### config.mk
export PLATFORM = sky130hd
export DESIGN_NAME = linked_list_insert_delete_top_flat
export DESIGN_NICKNAME = d
export VERILOG_FILES = /design/src/sv/ll_pkg.sv /design/src/sv/ll_req_if.sv /design/src/sv/ll_rsp_if.sv /design/src/sv/ll_cell.sv /design/src/sv/ll_chain.sv /design/src/sv/linked_list_insert_delete_top.sv /design/src/flat_wrapper.sv
export VERILOG_INCLUDE_DIRS = /design/src /design/src/sv
export SDC_FILE = /design/constraint.sdc
export NUM_CORES = 2
export LEC_CHECK = 0
export ABC_AREA = 1
export BUFFER_PORTS_ARGS = -buffer_cell sky130_fd_sc_hd__buf_2
export CORE_ASPECT_RATIO = 2
export CORE_MARGIN = 1.5
export CORE_UTILIZATION = 60
export CTS_CLUSTER_SIZE = 28
export DETAILED_ROUTE_END_ITERATION = 8
export PLACE_DENSITY = 0.79
export SYNTH_ARGS = -nofsm -noshare
export SYNTH_HDL_FRONTEND = slang
export SYNTH_SLANG_ARGS = --single-unit
### constraint.sdc
create_clock -name clk -period 5.2 [get_ports clk]
set_clock_uncertainty 0.1 [all_clocks]
set_input_delay 0.52 -clock clk [delete_from_list [all_inputs] [get_ports clk]]
set_output_delay 0.52 -clock clk [all_outputs]
set_load 0.05 [all_outputs]
### src/sv/linked_list_insert_delete_top_defines.svh
// ----------------------------------------------------------------------------
// linked_list_insert_delete_top_defines.svh
// Assertion macros for the linked list block. Each macro uses the clk and
// rst names of the module that expands it.
// ----------------------------------------------------------------------------
`ifndef LINKED_LIST_INSERT_DELETE_TOP_DEFINES_SVH
`define LINKED_LIST_INSERT_DELETE_TOP_DEFINES_SVH

// Same-cycle implication, disabled during reset.
`define LL_ASSERT_NOW(lbl, ante, cons, msg) \
  lbl: assert property (@(posedge clk) disable iff (rst) (ante) |-> (cons)) \
    else $error(msg);

// Next-cycle implication, disabled during reset.
`define LL_ASSERT_NEXT(lbl, ante, cons, msg) \
  lbl: assert property (@(posedge clk) disable iff (rst) (ante) |=> (cons)) \
    else $error(msg);

`endif

### src/sv/ll_pkg.sv
`timescale 1ns / 1ps
// ----------------------------------------------------------------------------
// ll_pkg
// Shared constants and types of the linked list block.
// ----------------------------------------------------------------------------
package ll_pkg;

  localparam int CAPACITY = 32;
  localparam int DATA_W   = 32;
  localparam int KIND_W   = 2;
  localparam int STAT_W   = 3;
  // count register holds 0..CAPACITY
  localparam int CNT_W    = $clog2(CAPACITY + 1);

  localparam logic [CNT_W-1:0] CAP_CNT = CNT_W'(CAPACITY);

  // request kinds
  localparam logic [KIND_W-1:0] KIND_INS_FRONT = 2'd0;
  localparam logic [KIND_W-1:0] KIND_INS_BACK  = 2'd1;
  localparam logic [KIND_W-1:0] KIND_DELETE    = 2'd2;
  localparam logic [KIND_W-1:0] KIND_DISPLAY   = 2'd3;

  // response status codes
  localparam logic [STAT_W-1:0] STAT_DONE     = 3'd0;
  localparam logic [STAT_W-1:0] STAT_FULL     = 3'd1;
  localparam logic [STAT_W-1:0] STAT_EMPTY    = 3'd2;
  localparam logic [STAT_W-1:0] STAT_NOTFOUND = 3'd3;
  localparam logic [STAT_W-1:0] STAT_ELEMENT  = 3'd4;

  // per-cycle operation broadcast to every cell
  typedef enum logic [2:0] {
    OP_HOLD,      // keep contents
    OP_SHIFT_IN,  // insert at head: everything moves one cell toward the tail
    OP_APPEND,    // first empty cell takes the new value
    OP_ROT_KEEP,  // rotate: head value wraps to the tail
    OP_ROT_DROP   // rotate: head value is dropped
  } cell_op_t;

  typedef struct packed {
    cell_op_t                   op;
    logic signed [DATA_W-1:0]   data;
  } cell_cmd_t;

endpackage

### src/sv/ll_req_if.sv
`timescale 1ns / 1ps
// ----------------------------------------------------------------------------
// ll_req_if
// Request channel: valid/ready with kind and value.
// ----------------------------------------------------------------------------
interface ll_req_if;
  logic                              valid;
  logic                              ready;
  logic [ll_pkg::KIND_W-1:0]         kind;
  logic signed [ll_pkg::DATA_W-1:0]  value;

  modport source (output valid, output kind, output value, input ready);
  modport sink   (input valid, input kind, input value, output ready);
endinterface

### src/sv/ll_rsp_if.sv
`timescale 1ns / 1ps
// ----------------------------------------------------------------------------
// ll_rsp_if
// Response channel: valid/ready with status, element and last.
// ----------------------------------------------------------------------------
interface ll_rsp_if;
  logic                              valid;
  logic                              ready;
  logic [ll_pkg::STAT_W-1:0]         status;
  logic signed [ll_pkg::DATA_W-1:0]  element;
  logic                              last;

  modport source (output valid, output status, output element, output last, input ready);
  modport sink   (input valid, input status, input element, input last, output ready);
endinterface

### src/sv/ll_cell.sv
`timescale 1ns / 1ps
// ----------------------------------------------------------------------------
// ll_cell
// One list position: a value and an occupied flag, updated from neighbors.
// ----------------------------------------------------------------------------
module ll_cell (
  input  logic                              clk,
  input  logic                              rst,
  input  ll_pkg::cell_cmd_t                 cmd,
  input  logic signed [ll_pkg::DATA_W-1:0]  left_val,
  input  logic                              left_occ,
  input  logic signed [ll_pkg::DATA_W-1:0]  right_val,
  input  logic                              right_occ,
  input  logic signed [ll_pkg::DATA_W-1:0]  head_val,
  output logic signed [ll_pkg::DATA_W-1:0]  val,
  output logic                              occ
);

  logic signed [ll_pkg::DATA_W-1:0] val_next;
  logic                             occ_next;

  always_comb begin
    val_next = val;
    occ_next = occ;
    case (cmd.op)
      ll_pkg::OP_SHIFT_IN: begin
        val_next = left_val;
        occ_next = left_occ;
      end
      ll_pkg::OP_APPEND: begin
        if (!occ && left_occ) begin
          val_next = cmd.data;
          occ_next = 1'b1;
        end
      end
      ll_pkg::OP_ROT_KEEP: begin
        // tail cell takes the old head
        if (occ) begin
          val_next = right_occ ? right_val : head_val;
        end
      end
      ll_pkg::OP_ROT_DROP: begin
        if (occ) begin
          if (right_occ) begin
            val_next = right_val;
          end else begin
            occ_next = 1'b0;
          end
        end
      end
      default: begin
        val_next = val;
        occ_next = occ;
      end
    endcase
  end

  always_ff @(posedge clk) begin
    if (rst) begin
      occ <= 1'b0;
    end else begin
      occ <= occ_next;
    end
  end

  always_ff @(posedge clk) begin
    val <= val_next;
  end

endmodule

### src/sv/ll_chain.sv
`timescale 1ns / 1ps
// ----------------------------------------------------------------------------
// ll_chain
// Row of list cells ordered head to tail, linked to their neighbors.
// ----------------------------------------------------------------------------
module ll_chain (
  input  logic                              clk,
  input  logic                              rst,
  input  ll_pkg::cell_cmd_t                 cmd,
  output logic signed [ll_pkg::DATA_W-1:0]  head_val,
  output logic [ll_pkg::CAPACITY-1:0]       occ
);

  logic signed [ll_pkg::DATA_W-1:0] vals [ll_pkg::CAPACITY];
  logic signed [ll_pkg::DATA_W-1:0] lv   [ll_pkg::CAPACITY];
  logic signed [ll_pkg::DATA_W-1:0] rv   [ll_pkg::CAPACITY];
  logic [ll_pkg::CAPACITY-1:0]      lo;
  logic [ll_pkg::CAPACITY-1:0]      ro;

  assign head_val = vals[0];

  for (genvar i = 0; i < ll_pkg::CAPACITY; i++) begin : g_cell
    // head cell sees the incoming value as an occupied left neighbor
    if (i == 0) begin : g_first
      assign lv[i] = cmd.data;
      assign lo[i] = 1'b1;
    end else begin : g_mid_l
      assign lv[i] = vals[i-1];
      assign lo[i] = occ[i-1];
    end
    if (i == ll_pkg::CAPACITY - 1) begin : g_last
      assign rv[i] = '0;
      assign ro[i] = 1'b0;
    end else begin : g_mid_r
      assign rv[i] = vals[i+1];
      assign ro[i] = occ[i+1];
    end

    ll_cell u_cell (
      .clk       (clk),
      .rst       (rst),
      .cmd       (cmd),
      .left_val  (lv[i]),
      .left_occ  (lo[i]),
      .right_val (rv[i]),
      .right_occ (ro[i]),
      .head_val  (vals[0]),
      .val       (vals[i]),
      .occ       (occ[i])
    );
  end

endmodule

### src/sv/linked_list_insert_delete_top.sv
`timescale 1ns / 1ps
// ----------------------------------------------------------------------------
// linked_list_insert_delete_top
// Bounded doubly linked list of signed 32-bit values with insert at front,
// insert at back, delete first match and display, over a chain of cells.
// ----------------------------------------------------------------------------
// The list lives in a row of 32 cells kept in list order, head in cell 0, so
// the head/tail pointers and links of a linked list are implied by position.
// An insert (front shifts every cell toward the tail, back fills the first
// free cell) answers with a single beat; a full list answers "list full"
// and is left untouched. Delete and display rotate the chain one cell per
// cycle while rsp is not stalled, for N steps, N being the list's entries:
// delete compares the head cell against the key on each step and drops the
// first match instead of wrapping it to the tail, so after N steps the list
// is back in order minus that node, and one status beat follows. Display
// emits the head value on each step, one beat per cycle, last set on the
// Nth. Inserts and requests on an empty list are answered from the accept
// alone; delete and display take the accept plus one rotation step per
// entry, N <= 32. Rsp backpressure pauses the rotation. A new request is
// taken in the idle state once the result register is free or being drained.
// ----------------------------------------------------------------------------
`include "linked_list_insert_delete_top_defines.svh"

module linked_list_insert_delete_top (
  input  logic         clk,
  input  logic         rst,
  ll_req_if.sink       req,
  ll_rsp_if.source     rsp
);

  typedef enum logic [1:0] {
    S_IDLE = 2'b01,
    S_WALK = 2'b10
  } state_t;

  state_t                             state;
  logic [ll_pkg::CNT_W-1:0]           count;     // entries in the list
  logic [ll_pkg::CNT_W-1:0]           walk_pos;  // rotation steps done
  logic signed [ll_pkg::DATA_W-1:0]   key;
  logic                               mode_del;  // walk is a delete, else display
  logic                               found;     // delete already dropped a node

  // output register
  logic                               out_valid;
  logic [ll_pkg::STAT_W-1:0]          out_status;
  logic signed [ll_pkg::DATA_W-1:0]   out_element;
  logic                               out_last;

  ll_pkg::cell_cmd_t                  cmd;
  logic signed [ll_pkg::DATA_W-1:0]   head_val;
  logic [ll_pkg::CAPACITY-1:0]        occ;

  logic out_free;
  logic accept;
  logic step;
  logic drop;
  logic final_step;
  logic is_full;
  logic is_empty;
  logic is_insert;
  logic out_load;   // a new beat enters the output register

  ll_chain u_chain (
    .clk      (clk),
    .rst      (rst),
    .cmd      (cmd),
    .head_val (head_val),
    .occ      (occ)
  );

  always_comb begin
    out_free   = !out_valid || rsp.ready;
    req.ready  = (state == S_IDLE) && out_free;
    accept     = req.valid && req.ready;
    step       = (state == S_WALK) && out_free;
    drop       = mode_del && !found && (head_val == key);
    final_step = (walk_pos + ll_pkg::CNT_W'(1)) == count;
    is_full    = (count == ll_pkg::CAP_CNT);
    is_empty   = (count == '0);
    is_insert  = (req.kind == ll_pkg::KIND_INS_FRONT) ||
                 (req.kind == ll_pkg::KIND_INS_BACK);
    out_load   = (accept && (is_insert || is_empty)) ||
                 (step && (!mode_del || final_step));

    cmd.op   = ll_pkg::OP_HOLD;
    cmd.data = req.value;
    if (accept && !is_full) begin
      if (req.kind == ll_pkg::KIND_INS_FRONT) begin
        cmd.op = ll_pkg::OP_SHIFT_IN;
      end else if (req.kind == ll_pkg::KIND_INS_BACK) begin
        cmd.op = ll_pkg::OP_APPEND;
      end
    end
    if (step) begin
      cmd.op = drop ? ll_pkg::OP_ROT_DROP : ll_pkg::OP_ROT_KEEP;
    end
  end

  always_ff @(posedge clk) begin
    if (rst) begin
      state       <= S_IDLE;
      count       <= '0;
      walk_pos    <= '0;
      key         <= '0;
      mode_del    <= 1'b0;
      found       <= 1'b0;
      out_valid   <= 1'b0;
      out_status  <= ll_pkg::STAT_DONE;
      out_element <= '0;
      out_last    <= 1'b0;
    end else begin
      if (out_load) begin
        out_valid <= 1'b1;
      end else if (out_valid && rsp.ready) begin
        out_valid <= 1'b0;
      end
      case (state)
        S_IDLE: begin
          if (accept) begin
            out_element <= '0;
            out_last    <= 1'b1;
            if (is_insert) begin
              out_status <= is_full ? ll_pkg::STAT_FULL : ll_pkg::STAT_DONE;
              if (!is_full) begin
                count <= count + ll_pkg::CNT_W'(1);
              end
            end else if (is_empty) begin
              out_status <= ll_pkg::STAT_EMPTY;
            end else begin
              state    <= S_WALK;
              walk_pos <= '0;
              key      <= req.value;
              mode_del <= (req.kind == ll_pkg::KIND_DELETE);
              found    <= 1'b0;
            end
          end
        end
        S_WALK: begin
          if (step) begin
            walk_pos <= walk_pos + ll_pkg::CNT_W'(1);
            if (drop) begin
              found <= 1'b1;
            end
            if (mode_del) begin
              if (final_step) begin
                out_element <= '0;
                out_last    <= 1'b1;
                out_status  <= (found || drop) ? ll_pkg::STAT_DONE
                                               : ll_pkg::STAT_NOTFOUND;
                if (found || drop) begin
                  count <= count - ll_pkg::CNT_W'(1);
                end
                state <= S_IDLE;
              end
            end else begin
              out_status  <= ll_pkg::STAT_ELEMENT;
              out_element <= head_val;
              out_last    <= final_step;
              if (final_step) begin
                state <= S_IDLE;
              end
            end
          end
        end
        default: begin
          state <= S_IDLE;
        end
      endcase
    end
  end

  assign rsp.valid   = out_valid;
  assign rsp.status  = out_status;
  assign rsp.element = out_element;
  assign rsp.last    = out_last;

  // between requests the occupied cells always form the count
  `LL_ASSERT_NOW(a_occ_count, state == S_IDLE, $countones(occ) == int'(count), "occupied cells disagree with count")
  // a walk never runs on an empty list
  `LL_ASSERT_NOW(a_walk_nonempty, state == S_WALK, count != '0, "walk with empty list")
  // an insert that fits grows the list by one
  `LL_ASSERT_NEXT(a_insert_grow, accept && !is_full && is_insert,
    count == $past(count) + ll_pkg::CNT_W'(1), "insert did not grow list")

endmodule
### src/flat_wrapper.sv
// flat-port wrapper written by rule: the top's interface ports become plain ports
module linked_list_insert_delete_top_flat 
  (clk, rst, req_valid, req_kind, req_value, req_ready, rsp_valid, rsp_status, rsp_element, rsp_last, rsp_ready);
  ll_req_if req_i ();
  ll_rsp_if rsp_i ();
  input  logic clk;
  input  logic rst;
  input wire logic [$bits(req_i.valid)-1:0] req_valid;
  input wire logic [$bits(req_i.kind)-1:0] req_kind;
  input wire logic [$bits(req_i.value)-1:0] req_value;
  output wire logic [$bits(req_i.ready)-1:0] req_ready;
  output wire logic [$bits(rsp_i.valid)-1:0] rsp_valid;
  output wire logic [$bits(rsp_i.status)-1:0] rsp_status;
  output wire logic [$bits(rsp_i.element)-1:0] rsp_element;
  output wire logic [$bits(rsp_i.last)-1:0] rsp_last;
  input wire logic [$bits(rsp_i.ready)-1:0] rsp_ready;
  assign req_i.valid = req_valid;
  assign req_i.kind = req_kind;
  assign req_i.value = req_value;
  assign req_ready = req_i.ready;
  assign rsp_valid = rsp_i.valid;
  assign rsp_status = rsp_i.status;
  assign rsp_element = rsp_i.element;
  assign rsp_last = rsp_i.last;
  assign rsp_i.ready = rsp_ready;
  linked_list_insert_delete_top u_core (.clk(clk), .rst(rst), .req(req_i), .rsp(rsp_i));
endmodule
==> results by group <==
Run status
  • Status: finished with violations
  • Violated checks: capacitance limit

Timing
  • RSZ-0062 raised after global routing: no
  • Setup TNS: 0 ps
  • Final Max Tran Viols: 0
  • Final Hold Violating Endpoints: 0
  • Max_slew headroom: 0.00603
  • Setup-failing EPs final: 0
  • Post-route worst setup slack: 877 ps
  • Final Cycle Share: 0.831
  • Min cycle time layout: 4320 ps
  • Fmax: 0.231 GHz
  • Worst Max-Slew Pin Slew: 1480 ps

Final layout
  • Nets: 7453
  • Fillers: 8875
  • Non-filler cells, final: 8885
  • Layout cells sized above 1: 0.0610
  • Area grow syn2layout: 5.01%

Routing
  • Via Count: 61800
  • WL per Instance: 24.0 um
  • Vias/cell: 6.95
  • DRC violations left: 0
  • WL final: 213000 um
  • DRT iter0 DRCs: 9380
  • Pre-antenna DRT Iters: 7
  • ANT nets after route: 0

Clocking
  • CTS Sinks: 1141
  • CTS H-tree lvls: 3
  • Post-CTS Setup Bufs: 0
  • Clock root buffer master: clkbuf_16
  • Reg clk slew, reported paths: 70 ps
  • Clock buffer count from CTS: 99
  • Clock Path Buffers: 3
  • TritonCTS clock tree: done
  • Worst skew pair latency: 740 ps

Setup path
  • Sum of buffers and inverters on the critical path: 3
  • Crit Path Class: flop to flop
  • Crit path max-delay family: simple AND/OR/NAND/NOR gates
  • Crit path max fanout: 68
  • Crit-path max cell delay: 530 ps
  • CP max stage cell: inv_2
  • CP cell instances: nand2_1, nand2_1, nor2_1, nand2_1, nor2_1, nand2_1, nor2_4, nand2_2, nand2_8, inv_8, nand2_1, nand4_1, inv_2, buf_4
  • CP Capture Type: flop
  • Worst Path Arrival: 4620 ps
  • Startpoint types: flop
  • WP data required: 5500 ps
  • Cell repeated most along the worst path: nand2_1

Placement
  • Dpl ws: 1180 ps
  • Routability cong.: 0.951
  • Port Buf Inserts: 75
  • Post-detail-place hpwl: 126000 um
  • # placed instances: 8682

Power
  • Pwr per Cell Area: 450 nW/um2
  • Max IR drop VDD: 377 uV
  • Static leakage: 26.6 nW

Global routing
  • Largest net degree at the start of global routing: 208
  • GR Overflow Total: 0
  • Total GRT Usage: 0.373
  • Vias in the first global route: 58500
  • Initial antenna violation count: 14
  • First-pass GRT wire length: 330000 um

Floorplan
  • Core ar.: 109000 um2
  • I/O pin count: 76
  • Die Ht: 472 um
  • Initial core utilization: 0.606
  • Die area: 112000 um2
  • Width of the die: 237 um
  • Row count: 171

Yosys
  • Mean Syn Cell Area: 8.38 um2
  • Syn Nets: 7925
  • Post-synthesis cell area: 66000 um2
  • Yosys cell types: 32
  • Seq/Total Area, Yosys: 0.501
  • FF+latch count, synth: 1141
  • Yosys Warn Count: 0
  • Post-synthesis instance total: 7879

Min path
  • Worst hold path type: input pin to flop

Flow run
  • Max Cap Viol: 1
==> flip-flops by register name (all words and copies together), names as in the netlist <==
signal and count:
u_core.u_chain.g_cell.u_cell.val 1024, u_core.key 32, u_core.rsp.element 32, u_core.u_chain.g_cell.u_cell.occ 32, u_core.count 6, u_core.walk_pos 6
u_core.rsp.status 3, u_core.state 2, u_core.found 1, u_core.mode_del 1, u_core.rsp.last 1, u_core.rsp.valid 1
==> synthesized netlist by cell type <==
| library cell | instances | share of area |
|---|---|---|
| ha_1 | 7 | 0.0013 |
| inv_1 | 125 | 0.0071 |
| nand3b_1 | 1 | 0.00011 |
| dfxtp_1 | 117 | 0.035 |
| clkinv_1 | 2 | 0.00011 |
| a21oi_1 | 54 | 0.0041 |
| nor2_1 | 191 | 0.011 |
| o21ai_0 | 641 | 0.049 |
| xor2_1 | 7 | 0.00093 |
| nor3_1 | 41 | 0.0031 |
| and2_1 | 1 | 0.000095 |
| nand3_4 | 1 | 0.00027 |
| clkbuf_1 | 433 | 0.025 |
| edfxtp_1 | 1024 | 0.47 |
| a211oi_1 | 8 | 0.00091 |
| nand2_2 | 2 | 0.00019 |
| xnor2_1 | 18 | 0.0024 |
| nand3_1 | 47 | 0.0036 |
| buf_2 | 243 | 0.018 |
| xnor3_1 | 1 | 0.00034 |
| o211ai_1 | 496 | 0.056 |
| buf_6 | 15 | 0.0026 |
| nand2_1 | 3287 | 0.19 |
| nor2_4 | 1 | 0.00017 |
| buf_8 | 3 | 0.00068 |
| inv_2 | 24 | 0.0014 |
| o2111ai_1 | 513 | 0.068 |
| o22ai_1 | 2 | 0.00019 |
| buf_4 | 73 | 0.0083 |
| fa_1 | 1 | 0.00030 |
| nand4_1 | 472 | 0.045 |
| buf_1 | 28 | 0.0016 |
==> path summary, 6_finish.rpt <==
check | end | cells past startpoint | startpoint | slack (ps)
max | u_core.u_chain.g_cell[21].u_cell.val[4] | 14 | u_core.u_chain.g_cell[0].u_cell.val[0] | 880
min | u_core.key[28] | 3 | req_value[28] | 20
max reg2reg | u_core.u_chain.g_cell[21].u_cell.val[4] | 14 | u_core.u_chain.g_cell[0].u_cell.val[0] | 880
min reg2reg | u_core.rsp.last | 2 | u_core.rsp.last | 370
==> worst min-delay path, delay by kind of cell <==
family / cells / cell delay (ps)
AND/OR/NAND/NOR: 2 / 150
buffers and inverters: 1 / 140
==> where the power goes <==
| part | switching (mW) | internal (mW) | leakage (nW) | total, mW |
|---|---|---|---|---|
| clock | 3.59 | 3.96 | 1.57 | 7.56 |
| combinational | 6.89 | 2.56 | 14.6 | 9.45 |
| sequential | 1.38 | 12.8 | 10.5 | 14.2 |
| total | 11.9 | 19.3 | 26.6 | 31.2 |
==> routing by layer <==
metal	GRT usage	up-vias	wire length, um
met4	0.278	8	16600
met1	0.435	29100	73400
met3	0.0770	902	22100
met2	0.606	4389	101000
li1	-	27300	-
met5	0	-	52
==> per-stage QoR <==
stage | hold WS [ps] | util | cell area, um2 | total power, mW
global placement | 349 | 0.606 | 66000 | 23.0
CTS | 0.196 | 0.636 | 69200 | 30.8
detailed placement | 362 | 0.606 | 66000 | 23.4
floorplan | 344 | - | 66000 | 20.2
global route | 18.9 | 0.636 | 69300 | 32.4
finish | 24.7 | 0.636 | 69300 | 31.2
==> cell type report <==
type                       instances  area [um2]  area share
tap                             1384        1730      0.0250
clock buffer                     143        2930      0.0422
multi-input combinational       5792       28800       0.416
clock inverter                    43         226     0.00327
inverter                         151         589     0.00851
timing repair buffer             222        1890      0.0272
sequential                      1141       33100       0.478
antenna                            9        22.5    0.000325
==> cell usage in the layout (no fill, tap or decap), types with 47 or more instances in the layout <==
master	instances
nand2_1	3286
edfxtp_1	1024
o21ai_0	641
o2111ai_1	513
o211ai_1	496
nand4_1	472
nor2_1	188
dfxtp_1	117
clkbuf_16	108
buf_4	108
inv_1	80
buf_2	75
inv_2	66
a21oi_1	51
nand3_1	47
==> logic make-up (layout without fill, tap and decap cells) <==
logic type	after synthesis	in the layout	synth area share
compound gates	1714	1714	0.178
xor+xnor	26	26	0.00366
fa+ha+maj	8	8	0.00163
buf+inv	946	559	0.0648
flops	1141	1141	0.501
other cells	0	9	0
simple gates	4044	4044	0.250
==> repair_timing <==
action	in CTS	in global routing
endpoints found under the hold margin	5	0
hold buffers	5	0
gates resized for setup	0	0
Note: power is estimated with default switching activity, not from simulation.
